$ cat src/rtl/ihi_pkg.sv
package ihi_pkg;

	localparam int HDR_IDX_W = 5;

	localparam logic [0:0] OP_START   = 1'b0;
	localparam logic [0:0] OP_PAYLOAD = 1'b1;

	localparam logic [HDR_IDX_W-1:0] HDR_LAST_IDX = 5'd19;
	localparam logic [15:0] HDR_BYTES   = 16'd20;
	localparam logic [15:0] MAX_PAYLOAD = 16'd65515;

	localparam logic [7:0]  VER_IHL     = 8'h45;
	localparam logic [7:0]  TOS         = 8'h00;
	localparam logic [15:0] IP_ID       = 16'hFFFF;
	localparam logic [15:0] FLAGS_DF    = 16'h4000;
	localparam logic [7:0]  IP_TTL      = 8'd64;

	typedef struct packed {
		logic [0:0]  op;
		logic [31:0] dest_addr;
		logic [7:0]  protocol_number;
		logic [15:0] payload_length;
		logic [7:0]  payload_byte;
	} in_item_t;

	typedef struct packed {
		logic [7:0] out_byte;
		logic       is_header;
		logic       out_last;
	} out_item_t;

	typedef struct packed {
		logic [15:0] total;
		logic [7:0]  proto;
		logic [31:0] src;
		logic [31:0] dst;
	} hdr_fields_t;

endpackage

$ cat src/rtl/ihi_csum.sv
module ihi_csum
	import ihi_pkg::*;
(
	input  hdr_fields_t fields,
	output logic [15:0] cks
);

	logic [19:0] sum;
	logic [16:0] fold1;
	logic [15:0] fold2;

	always_comb begin
		sum = 20'({VER_IHL, TOS}) + 20'(fields.total) + 20'(IP_ID) + 20'(FLAGS_DF)
			+ 20'({IP_TTL, fields.proto})
			+ 20'(fields.src[31:16]) + 20'(fields.src[15:0])
			+ 20'(fields.dst[31:16]) + 20'(fields.dst[15:0]);
		// two end-around folds cover a 20-bit sum
		fold1 = 17'(sum[15:0]) + 17'(sum[19:16]);
		fold2 = fold1[15:0] + 16'(fold1[16]);
		cks   = ~fold2;
	end

endmodule

$ cat src/rtl/ihi_hdr_sel.sv
module ihi_hdr_sel
	import ihi_pkg::*;
(
	input  hdr_fields_t          fields,
	input  logic [15:0]          cks,
	input  logic [HDR_IDX_W-1:0] idx,
	output logic [7:0]           hdr_byte
);

	always_comb begin
		case (idx)
			5'd0:    hdr_byte = VER_IHL;
			5'd1:    hdr_byte = TOS;
			5'd2:    hdr_byte = fields.total[15:8];
			5'd3:    hdr_byte = fields.total[7:0];
			5'd4:    hdr_byte = IP_ID[15:8];
			5'd5:    hdr_byte = IP_ID[7:0];
			5'd6:    hdr_byte = FLAGS_DF[15:8];
			5'd7:    hdr_byte = FLAGS_DF[7:0];
			5'd8:    hdr_byte = IP_TTL;
			5'd9:    hdr_byte = fields.proto;
			5'd10:   hdr_byte = cks[15:8];
			5'd11:   hdr_byte = cks[7:0];
			5'd12:   hdr_byte = fields.src[31:24];
			5'd13:   hdr_byte = fields.src[23:16];
			5'd14:   hdr_byte = fields.src[15:8];
			5'd15:   hdr_byte = fields.src[7:0];
			5'd16:   hdr_byte = fields.dst[31:24];
			5'd17:   hdr_byte = fields.dst[23:16];
			5'd18:   hdr_byte = fields.dst[15:8];
			5'd19:   hdr_byte = fields.dst[7:0];
			default: hdr_byte = 8'h00;
		endcase
	end

endmodule

$ cat src/rtl/ipv4_header_inserter.sv
// IPv4 header inserter.
// Input channel (in_valid / in_stall / in_item): a start beat (op = 0) carries the
// destination, protocol and payload length; a payload beat (op = 1) carries one byte.
// Output channel (out_valid / out_stall / out_item): the packet as bytes in wire
// order, is_header on the 20 header bytes, out_last on the final byte of a packet.
// cfg_we / cfg_wdata write the source address; write only while the block is idle.
// Path: a beat is registered on accept; a payload byte then goes to the output register,
// and a start beat first loads the header field and checksum registers.
// Throughput: payload bytes pass at one per cycle while the receiver does not stall.
// A start beat occupies the output for its 20 header bytes (one header byte per cycle
// from the header serializer when not stalled), and the output goes empty before them
// when it follows a payload byte; later beats wait in the input register meanwhile.
// Payload beats outside a packet are dropped. A start during an open packet
// abandons it without a last mark.
// Reset clears all valid flags and packet state and sets the source address to 0.
// When the receiver stalls, the output register holds its beat and the input
// register fills, then in_stall rises; no beat is lost.
module ipv4_header_inserter
	import ihi_pkg::*;
(
	input  logic        clk,
	input  logic        arst_n,
	input  logic        in_valid,
	output logic        in_stall,
	input  in_item_t    in_item,
	output logic        out_valid,
	input  logic        out_stall,
	output out_item_t   out_item,
	input  logic        cfg_we,
	input  logic [31:0] cfg_wdata
);

	logic                 valid_s1;
	in_item_t             item_s1;
	logic [31:0]          src_q;
	logic [15:0]          rem_q;
	logic                 packet_open_q;
	logic                 hdr_busy_q;
	logic [HDR_IDX_W-1:0] hdr_idx_q;
	hdr_fields_t          hdr_q;
	logic [15:0]          cks_q;
	logic                 hdr_last_q;
	logic                 out_valid_q;
	out_item_t            out_q;

	logic        out_load_ok;
	logic        hdr_emit;
	logic        hdr_done;
	logic        is_start;
	logic        pay_fwd;
	logic        adv_s1;
	logic [15:0] sat_len;
	hdr_fields_t new_fields;
	logic [15:0] new_cks;
	logic [7:0]  hdr_byte;

	always_comb begin
		out_load_ok = !out_valid_q || !out_stall;
		hdr_emit    = hdr_busy_q && out_load_ok;
		hdr_done    = hdr_emit && (hdr_idx_q == HDR_LAST_IDX);
		is_start    = item_s1.op == OP_START;
		pay_fwd     = packet_open_q && (rem_q != 16'd0);
		if (is_start)
			adv_s1 = valid_s1 && (!hdr_busy_q || hdr_done);
		else
			adv_s1 = valid_s1 && !hdr_busy_q && (!pay_fwd || out_load_ok);
		sat_len = (item_s1.payload_length > MAX_PAYLOAD) ? MAX_PAYLOAD
			: item_s1.payload_length;
		new_fields.total = sat_len + HDR_BYTES;
		new_fields.proto = item_s1.protocol_number;
		new_fields.src   = src_q;
		new_fields.dst   = item_s1.dest_addr;
	end

	assign in_stall  = valid_s1 && !adv_s1;
	assign out_valid = out_valid_q;
	assign out_item  = out_q;

	ihi_csum u_csum (
		.fields (new_fields),
		.cks    (new_cks)
	);

	ihi_hdr_sel u_hdr_sel (
		.fields   (hdr_q),
		.cks      (cks_q),
		.idx      (hdr_idx_q),
		.hdr_byte (hdr_byte)
	);

	always_ff @(posedge clk or negedge arst_n) begin
		if (!arst_n) begin
			src_q <= '0;
		end else if (cfg_we) begin
			src_q <= cfg_wdata;
		end
	end

	always_ff @(posedge clk or negedge arst_n) begin
		if (!arst_n) begin
			valid_s1 <= 1'b0;
		end else if (!in_stall) begin
			valid_s1 <= in_valid;
		end
	end

	always_ff @(posedge clk) begin
		if (!in_stall && in_valid)
			item_s1 <= in_item;
	end

	always_ff @(posedge clk or negedge arst_n) begin
		if (!arst_n) begin
			rem_q         <= '0;
			packet_open_q <= 1'b0;
			hdr_busy_q    <= 1'b0;
			hdr_idx_q     <= '0;
		end else begin
			if (adv_s1 && is_start) begin
				rem_q         <= sat_len;
				packet_open_q <= sat_len != 16'd0;
			end else if (adv_s1) begin
				if (pay_fwd) begin
					rem_q         <= rem_q - 16'd1;
					packet_open_q <= rem_q != 16'd1;
				end else begin
					packet_open_q <= 1'b0;
				end
			end
			if (adv_s1 && is_start) begin
				hdr_busy_q <= 1'b1;
				hdr_idx_q  <= '0;
			end else if (hdr_emit) begin
				hdr_busy_q <= !hdr_done;
				hdr_idx_q  <= hdr_idx_q + 5'd1;
			end
		end
	end

	always_ff @(posedge clk) begin
		if (adv_s1 && is_start) begin
			hdr_q      <= new_fields;
			cks_q      <= new_cks;
			hdr_last_q <= sat_len == 16'd0;
		end
	end

	always_ff @(posedge clk or negedge arst_n) begin
		if (!arst_n) begin
			out_valid_q <= 1'b0;
		end else if (hdr_emit || (adv_s1 && !is_start && pay_fwd)) begin
			out_valid_q <= 1'b1;
		end else if (!out_stall) begin
			out_valid_q <= 1'b0;
		end
	end

	always_ff @(posedge clk) begin
		if (hdr_emit) begin
			out_q.out_byte  <= hdr_byte;
			out_q.is_header <= 1'b1;
			out_q.out_last  <= hdr_last_q && (hdr_idx_q == HDR_LAST_IDX);
		end else if (adv_s1 && !is_start && pay_fwd) begin
			out_q.out_byte  <= item_s1.payload_byte;
			out_q.is_header <= 1'b0;
			out_q.out_last  <= rem_q == 16'd1;
		end
	end

`ifndef ASSERT_OFF
	a_idx_range: assert property (@(posedge clk) disable iff (!arst_n)
		hdr_busy_q |-> hdr_idx_q <= HDR_LAST_IDX)
		else $error("header index out of range");

	a_open_rem: assert property (@(posedge clk) disable iff (!arst_n)
		packet_open_q |-> rem_q != 16'd0)
		else $error("open packet with no bytes remaining");

	a_pay_waits: assert property (@(posedge clk) disable iff (!arst_n)
		(valid_s1 && item_s1.op == OP_PAYLOAD && hdr_busy_q) |-> in_stall)
		else $error("payload beat passed during header");

	a_hdr_load: assert property (@(posedge clk) disable iff (!arst_n)
		hdr_emit |=> out_valid_q && out_q.is_header)
		else $error("header byte not loaded to output");
`endif

endmodule

$ cat config.mk
export PLATFORM = sky130hd
export DESIGN_NAME = ipv4_header_inserter
export DESIGN_NICKNAME = d
export VERILOG_FILES = /design/src/rtl/ihi_pkg.sv /design/src/rtl/ihi_csum.sv /design/src/rtl/ihi_hdr_sel.sv /design/src/rtl/ipv4_header_inserter.sv
export SDC_FILE = /design/constraint.sdc
export NUM_CORES = 1
export LEC_CHECK = 0
export ABC_AREA = 1
export BUFFER_PORTS_ARGS = -buffer_cell sky130_fd_sc_hd__buf_2
export CAP_MARGIN = 10
export CORE_ASPECT_RATIO = 0.6
export CORE_MARGIN = 4
export CORE_UTILIZATION = 58
export DETAILED_ROUTE_END_ITERATION = 10
export PLACE_DENSITY = 0.78
export REMOVE_ABC_BUFFERS = 1
export SLEW_MARGIN = 20
export SYNTH_ARGS = -nofsm -noshare
export SYNTH_HDL_FRONTEND = slang
export SYNTH_SLANG_ARGS = --single-unit
$ cat constraint.sdc
create_clock -name clk -period 9.5 [get_ports clk]
set_input_delay 0.95 -clock clk [delete_from_list [all_inputs] [get_ports clk]]
set_output_delay 0.95 -clock clk [all_outputs]
set_load 0.01 [all_outputs]
==> results of run 1 <==
[worst max-delay path by stage]
stage	start	endpoint	slack [ns]
6_report	item_s1[12]	cks_q[14]	0.91
5_1_grt	item_s1[12]	cks_q[14]	0.03
4_1_cts	item_s1[12]	cks_q[14]	1.03
3_5_place_dp	item_s1[12]	cks_q[14]	1.06
3_3_place_gp	item_s1[20]	cks_q[14]	1.31
2_1_floorplan	item_s1[11]	cks_q[14]	2.01
[cells by family (layout without fill, tap and decap cells)]
group / after synthesis / after routing / synth area share (%)
AO/OA/AOI/OAI: 109 / 109 / 5.363
XOR/XNOR: 28 / 28 / 2.042
adder cells (fa/ha/maj): 118 / 118 / 14.21
buffers and inverters: 266 / 411 / 7.583
flip-flops: 237 / 237 / 51.29
multiplexers: 28 / 28 / 2.371
AND/OR/NAND/NOR: 493 / 493 / 17.14
[state kept, by name, summed over array words and instances (netlist names)]
name / flops
item_s1: 65
hdr_busy_q: 1
hdr_idx_q: 5
out_item: 10
out_valid: 1
hdr_q: 88
cks_q: 16
packet_open_q: 1
src_q: 32
rem_q: 16
valid_s1: 1
hdr_last_q: 1
[layout make-up]
| type | instances | area [um2] | area share (%) |
|---|---|---|---|
| multi-input cells | 776 | 5469 | 36.62 |
| repair buffers | 118 | 603.1 | 4.038 |
| clock inverters | 10 | 85.08 | 0.5697 |
| clock buffers | 32 | 629.4 | 4.214 |
| inverters | 251 | 942.2 | 6.308 |
| flip-flops and latches | 237 | 6822 | 45.67 |
| well taps | 308 | 385.4 | 2.580 |
[worst max-delay path: cells and delay by family, from the launching register on]
family,cells,cell delay (ns)
xor+xnor,2,0.38
compound gates,5,1.02
simple gates,26,3.06
flops,1,0.42
buf+inv,4,0.40
fa+ha+maj,9,3.06
[synthesized netlist by cell type (2+ instances only)]
cell type	count	area, um2
nand3_2	4	40.04
fa_1	55	1101
inv_1	244	915.9
nand3_1	83	415.4
or2_2	2	12.51
a32o_1	5	50.05
a21oi_1	20	100.1
clkbuf_1	8	30.03
xor2_1	12	105.1
xnor2_1	14	122.6
nand4_1	20	125.1
ha_1	63	788.3
o221ai_1	4	35.03
o22ai_1	2	12.51
nor4_1	3	18.77
nor3_4	2	32.53
nand2_1	255	957.2
nand2_4	6	67.56
o211ai_1	7	52.55
dfrtp_1	57	1426
o21ai_0	37	185.2
o21ai_1	2	10.01
inv_2	7	26.28
edfxtp_1	179	5375
a221oi_1	13	113.9
a2111oi_0	5	43.79
nand2_2	15	93.84
a311oi_1	2	17.52
nor2_2	7	43.79
nor2_1	71	266.5
nor3_2	2	20.02
a31oi_1	3	18.77
mux2_2	28	315.3
o21bai_1	2	15.01
buf_2	5	25.02
nor2_4	5	56.30
nor3_1	12	60.06
[metal layers]
metal	global-route usage [%]	routed length, um
met1	45.72	16230
met2	36.60	14150
met3	10.35	5002
met4	4.122	442
met5	0	13
[per-stage QoR]
stage               worst slack, ns  util (%)  instance area (um2)
global placement              1.306     63.83                14220
CTS                           1.033     67.03                14940
detailed placement            1.057     63.83                14220
floorplan                     2.008         -                13230
global route                0.03088     67.03                14940
finish                       0.9142     67.03                14940
==> results.tsv, run 1 <==
metric	value	unit
run_status	complete, no violations	
first_global_vias	9363	
yosys_warnings	0	
finalHoldViolations	0	
cts_resized	0	
final-setup-viol-count	0	
regToRegSetupSlack	0.91	ns
grt_max_degree	70	
syn_avg_cell_area	10.40	um2
ioPinCount	114	
cpMaxStageDelayCell	fa_1	
report.final.slew_viol_count	0	
max_slew.worst_pin.slew	1.132	ns
required	9.79	ns
timing.reg2reg.worst_path_depth	46	
core_area	22280	um2
design.final.nets	1627	
hp-class	flip-flop to flip-flop	
clock_tree.buffer_depth	3	
postSynth.topFlopCell	edfxtp_1	
crit_start_category	flip-flop	
grt.overflow.total	0	
proportion_of_register_bits_with_asynchronous_set_or_reset_after_synthesis	24.05	%
rr_endpoint	cks_q[14]	
drcViolationCount	0	
timing.hold.worst_endpoint	hdr_q[32]	
finalNonFillerCells	1732	
drive_gt1_share	16.85	%
timing.critical_path.to_type	flip-flop	
num_vias	9676	
io_buffer_count	113	
drt_pre_antenna_iters	5	
placementRows	42	
grt_util_all_layers	28.11	%
clkLatencyLatePin	0.53	ns
clk_transition_reported_paths	0.06	ns
whs	0.4492	ns
drv_cap	0	
hold_start	src_q[0]	
route.detailed.wl_per_inst	20.70	um
worst-endpoint-arrival	8.88	ns
num_antenna_cells	0	
timing.critical_path.mode_cell	nand2_1	
worst_slew_margin_rel	24.25	%
max_freq	116.5	MHz
cts_hold_repair_buffers	0	
route.detailed.vias_per_inst	5.587	
cts_setup_buffers	0	
yosys.cell_types.count	55	
min_period	8.586	ns
place_hpwl	27710	um
initial_core_util	59.69	%
synth_edf_count	179	
die_w	203.5	um
grt_pass1_wl	54560	um
h-tree-depth	1	
tritoncts.num_buffers	23	
finalWirelength	35850	um
clock_skew	0.01851	ns
antenna_violations_before_repair	1	
r2r_start	item_s1[12]	
synthesis.area	13300	um2
timing.critical_path.fanout_max	5	
final_antenna_net_count	0	
grt_setup_unrepaired	no	
layout.cells.most_common_list	nand2_1, inv_1, edfxtp_1, buf_2, nand3_1	
critPathKind	flip-flop to flip-flop	
fin_setup_tns	0	ns
drtIter0Drc	1084	
areaGrowthSynthToFinish	12.31	%
design.die.area	25490	um2
synth_cells	1279	
mostFrequentLayoutCell	nand2_1	
min_delay_path_depth	0	
ys_seq_elements	237	
dp.cells	1690	
floorplan.die.height	125.3	um
cts_tree	built	
clock-sinks	237	
cp_slowest_stage_delay	0.54	ns
synth.yosys.seq_area_share	51.29	%
period_share	90.38	%
finalWeightedCongestion	0.9911	
clk_root_buffer_cell	clkbuf_16	
fill_cells	1751	
Power of run 1 is left out: the tool's default activity adds up to more than one toggle a clock period on the data nets, which glitch-free logic cannot reach.
==> run 2: changes to the inputs <==
ABC_AREA = unset   (was 1)
==> results.tsv, run 2 <==
metric	value	unit
leading_post_synthesis_cells_by_cell_area	edfxtp_1, dfrtp_1, fa_1, ha_1, inv_1	
detailedPlace.worstSlack	0.2443	ns
core_area	21340	um2
yosys_warnings	0	
yosys.cell_types.count	72	
final-setup-viol-count	0	
required	9.77	ns
grt.overflow.total	0	
ys_seq_elements	237	
clk_transition_reported_paths	0.06	ns
initial_core_util	59.80	%
num_vias	8639	
place_hpwl	24560	um
final_antenna_net_count	0	
drt_pre_antenna_iters	5	
timing.critical_path.fanout_max	7	
whs	0.4457	ns
postSynth.topFlopCell	edfxtp_1	
number_of_flip_flops_in_the_largest_register	88	
h-tree-depth	1	
grt_max_degree	67	
finalHoldViolations	0	
yosys.cell_count.top_type	edfxtp_1	
min_period	8.946	ns
synth.yosys.seq_area_share	53.45	%
top_regs	hdr_q: 88 flops, item_s1: 65 flops, src_q: 32 flops	
clkLatencyLatePin	0.53	ns
die_w	199.5	um
registers.top_by_ff_count	hdr_q	
route.detailed.wl_per_inst	22.73	um
hp-class	flip-flop to flip-flop	
drv_cap	0	
period_share	94.16	%
areaGrowthSynthToFinish	13.82	%
grt_pass1_wl	49510	um
finalWeightedCongestion	0.9455	
grt_util_all_layers	27.07	%
proportion_of_register_bits_with_asynchronous_set_or_reset_after_synthesis	24.05	%
num_antenna_cells	0	
synth_cells	1024	
worst_slew_margin_rel	32.57	%
clock_tree.buffer_depth	3	
cp_slowest_stage_delay	0.54	ns
layout.cells.most_common_list	edfxtp_1, inv_1, buf_2, ha_1, nand2_1	
clk_root_buffer_cell	clkbuf_16	
final.setup.worst_slack	0.5544	ns
clock_skew	0.01825	ns
timing.critical_path.to_type	flip-flop	
synthesis.area	12760	um2
tritoncts.num_buffers	23	
worst-endpoint-arrival	9.21	ns
yosys.area.top_type_share	42.12	%
antenna_violations_before_repair	0	
mostFrequentLayoutCell	edfxtp_1	
cts_tree	built	
drcViolationCount	0	
crit_start_category	flip-flop	
cell_accounting_for_the_most_synthesized_area	edfxtp_1	
max_slew.worst_pin.slew	1.007	ns
report.final.slew_viol_count	0	
critPathKind	flip-flop to flip-flop	
fin_util	68.07	%
synth_edf_count	179	
timing.critical_path.mode_cell	ha_1	
clock-sinks	237	
fin_setup_tns	0	ns
placementRows	41	
cpMaxStageDelayCell	fa_1	
ys_top_cells_by_count	edfxtp_1, inv_1, ha_1	
finalWirelength	32910	um
route.detailed.vias_per_inst	5.966	
syn_avg_cell_area	12.46	um2
floorplan.die.height	122.9	um
run_status	complete, no violations	
design.final.nets	1373	
drtIter0Drc	895	
max_freq	111.8	MHz
ioPinCount	114	
io_buffer_count	113	
design.die.area	24520	um2
first_global_vias	8355	
drive_gt1_share	19.50	%
-- run 2: cell types whose count changed in the layout (fill, tap and decap cells not counted), sizes merged, moves of 12 or more --
cell / delta
and3: +17
inv: -112
nand2: -217
nor2: -43
a21o: +15
a211oi: +12
xnor2: +15
buf: +14
a21oi: +18
nand3: -70
-- run 2: area by class of cell --
class                      instances  area [um2]
clock buffer                      31       625.6
clock inverter                    10       137.6
fill                            1558        6814
inverter                         139       524.3
multi-input combinational        620        5360
sequential                       237        6822
tap                              279       349.1
timing repair buffer             132       708.2
-- run 2: metal layers --
| metal | vias to the layer above | track usage (%) | wire (um) |
|---|---|---|---|
| met5 | - | 0 | 0 |
| met4 | 0 | 4.962 | 598 |
| met3 | 49 | 9.886 | 4028 |
| met2 | 445 | 36.87 | 13530 |
| met1 | 4221 | 42.16 | 14750 |
| li1 | 3924 | - | - |
-- run 2: final timing paths --
check	start	end	slack [ns]	depth (start not counted)
setup / recovery	item_s1[10]	cks_q[15]	0.55	39
min in group asynchronous	arst_n	rem_q[10]	0.59	2
hold / removal	item_s1[27]	hdr_q[67]	0.45	0
max in group asynchronous	arst_n	src_q[14]	8.38	2
hold reg to reg	item_s1[27]	hdr_q[67]	0.45	0
setup reg to reg	item_s1[10]	cks_q[15]	0.55	39
-- run 2: worst max-delay path, delay by kind of cell, from the launching register on --
kind | cells | cell delay (ns)
XOR/XNOR | 4 | 0.64
AO/OA/AOI/OAI | 8 | 1.38
flip-flops | 1 | 0.45
buffers and inverters | 2 | 0.10
AND/OR/NAND/NOR | 16 | 2.95
adder cells (fa/ha/maj) | 9 | 3.13
-- run 2: logic make-up after synthesis --
group	after synthesis	synth area share (%)
buf+inv	167	4.922
simple gates	229	9.873
mux	36	3.098
xor+xnor	53	3.696
flops	237	53.45
compound gates	184	10.16
fa+ha+maj	118	14.80
-- run 2: what timing repair did --
action | 4_1_cts | 5_1_grt
resized for setup | 0 | 12
endpoints found under the setup margin | 0 | 7
buffers inserted | 0 | 11
hold buffers | 0 | 0
-- run 2: stage by stage --
stage / area, um2 / std cells
finish: 14530 / 1448
global route: 14530 / 1448
CTS: 14410 / 1437
detailed placement: 13640 / 1396
global placement: 13640 / 1396
floorplan: 12660 / 996
Power of run 2 is left out for the same reason.
==> run 3: changes to the inputs <==
==> constraint.sdc (replaced) <==
create_clock -name clk -period 9.5 [get_ports clk]
set_input_delay 0 -clock clk [delete_from_list [all_inputs] [get_ports clk]]
set_output_delay 0 -clock clk [all_outputs]
set_load 0.01 [all_outputs]
==> results.tsv, run 3 (synthesis gave the netlist of run 2 again) <==
metric	value	unit
run_status	complete, no violations	
die_w	199.5	um
timing.critical_path.mode_cell	ha_1	
tritoncts.num_buffers	23	
num_vias	9125	
registers.top_by_ff_count	hdr_q	
placementRows	41	
min_period	8.974	ns
worst_slew_margin_rel	34.13	%
top_regs	hdr_q: 88 flops, item_s1: 65 flops, src_q: 32 flops	
finalWeightedCongestion	0.9455	
regToRegSetupSlack	0.53	ns
clock-sinks	237	
crit_start_category	flip-flop	
clkLatencyLatePin	0.53	ns
grt_util_all_layers	28.90	%
max_freq	111.4	MHz
drt_pre_antenna_iters	6	
floorplan.die.height	122.9	um
h-tree-depth	1	
r2r_start	item_s1[10]	
num_antenna_cells	0	
number_of_flip_flops_in_the_largest_register	88	
cp_slowest_stage_delay	0.54	ns
grt_max_degree	67	
critPathKind	flip-flop to flip-flop	
finalHoldViolations	0	
worst-endpoint-arrival	9.25	ns
dp.cells	1396	
areaGrowthSynthToFinish	21.75	%
clk_root_buffer_cell	clkbuf_16	
first_global_vias	9002	
timing.hold.worst_endpoint	src_q[16]	
fill_cells	1414	
rr_endpoint	cks_q[15]	
io_buffer_count	113	
clk_transition_reported_paths	0.07	ns
hp-class	primary input to flip-flop	
core_area	21340	um2
cts_tree	built	
ioPinCount	114	
final_antenna_net_count	0	
grt.overflow.total	0	
place_hpwl	24560	um
drtIter0Drc	1006	
finish.instance_area	15540	um2
postPlaceCellArea	13640	um2
mostFrequentLayoutCell	edfxtp_1	
design.final.nets	1474	
antenna_violations_before_repair	0	
cpMaxStageDelayCell	fa_1	
initial_core_util	59.80	%
timing.critical_path.fanout_max	7	
report.final.slew_viol_count	0	
final-setup-viol-count	0	
min_delay_path_depth	3	
grt_pass1_wl	52880	um
period_share	94.47	%
required	9.77	ns
finalNonFillerCells	1549	
max_slew.worst_pin.slew	0.9837	ns
finalWirelength	35000	um
clock_tree.buffer_depth	3	
design.die.area	24520	um2
clock_skew	0.01845	ns
drive_gt1_share	17.95	%
layout.cells.most_common_list	edfxtp_1, inv_1, buf_2, dlygate4sd3_1, ha_1	
route.detailed.wl_per_inst	22.60	um
timing.reg2reg.worst_path_depth	39	
drv_cap	0	
timing.critical_path.to_type	flip-flop	
hold_start	cfg_we	
route.detailed.vias_per_inst	5.891	
drcViolationCount	0	
-- run 3: cell count changes in the layout (fill, tap and decap cells not counted) --
cell           before  now
dlygate4sd3_1       0  101
-- run 3: timing repair --
action,4_1_cts,5_1_grt
gates resized for setup,0,12
hold buffers,101,0
hold endpoints to repair,158,0
setup buffers,0,11
setup endpoints to repair,0,7
-- run 3: metal layers --
| metal | global-route usage (%) | wire (um) |
|---|---|---|
| met3 | 10.73 | 4171 |
| met2 | 41.13 | 14870 |
| met1 | 42.88 | 15150 |
| met4 | 6.404 | 808 |
| met5 | 0 | 0 |
-- run 3: worst max path at each step --
stage / endpoint / depth (start not counted) / from / slack [ns]
global route: cks_q[15] / 39 / item_s1[10] / -0.06
detailed placement: cks_q[12] / 39 / item_s1[11] / 0.24
global placement: cks_q[12] / 39 / item_s1[11] / 0.59
CTS: cks_q[12] / 39 / item_s1[11] / 0.22
floorplan: cks_q[12] / 39 / item_s1[11] / 0.91
finish: cks_q[15] / 39 / item_s1[10] / 0.53
-- run 3: final cells by class --
cell class / count / area, um2 / area share (%)
clock buffers: 31 / 625.6 / 4.026
flip-flops and latches: 237 / 6822 / 43.90
clock inverters: 10 / 137.6 / 0.8858
inverters: 139 / 524.3 / 3.374
multi-input cells: 620 / 5360 / 34.50
repair buffers: 233 / 1719 / 11.06
well taps: 279 / 349.1 / 2.247
-- run 3: stage by stage --
stage / worst slack (ns) / hold WS [ns] / util (%) / TNS (ns)
floorplan: 0.9097 / -0.2956 / - / 0
global placement: 0.5942 / 0.1766 / 63.94 / 0
CTS: 0.2196 / 0.1016 / 72.25 / 0
global route: -0.05997 / 0.1704 / 72.81 / -0.1289
detailed placement: 0.2443 / 0.1781 / 63.94 / 0
finish: 0.5257 / 0.1273 / 72.81 / 0
-- run 3: critical path, delay by kind of cell, from the launching register on --
family / cells / cell delay, ns
adder cells (fa/ha/maj): 9 / 3.13
AND/OR/NAND/NOR: 16 / 2.97
AO/OA/AOI/OAI: 8 / 1.39
XOR/XNOR: 4 / 0.63
flip-flops: 1 / 0.44
buffers and inverters: 2 / 0.11
Power of run 3 is left out for the same reason.
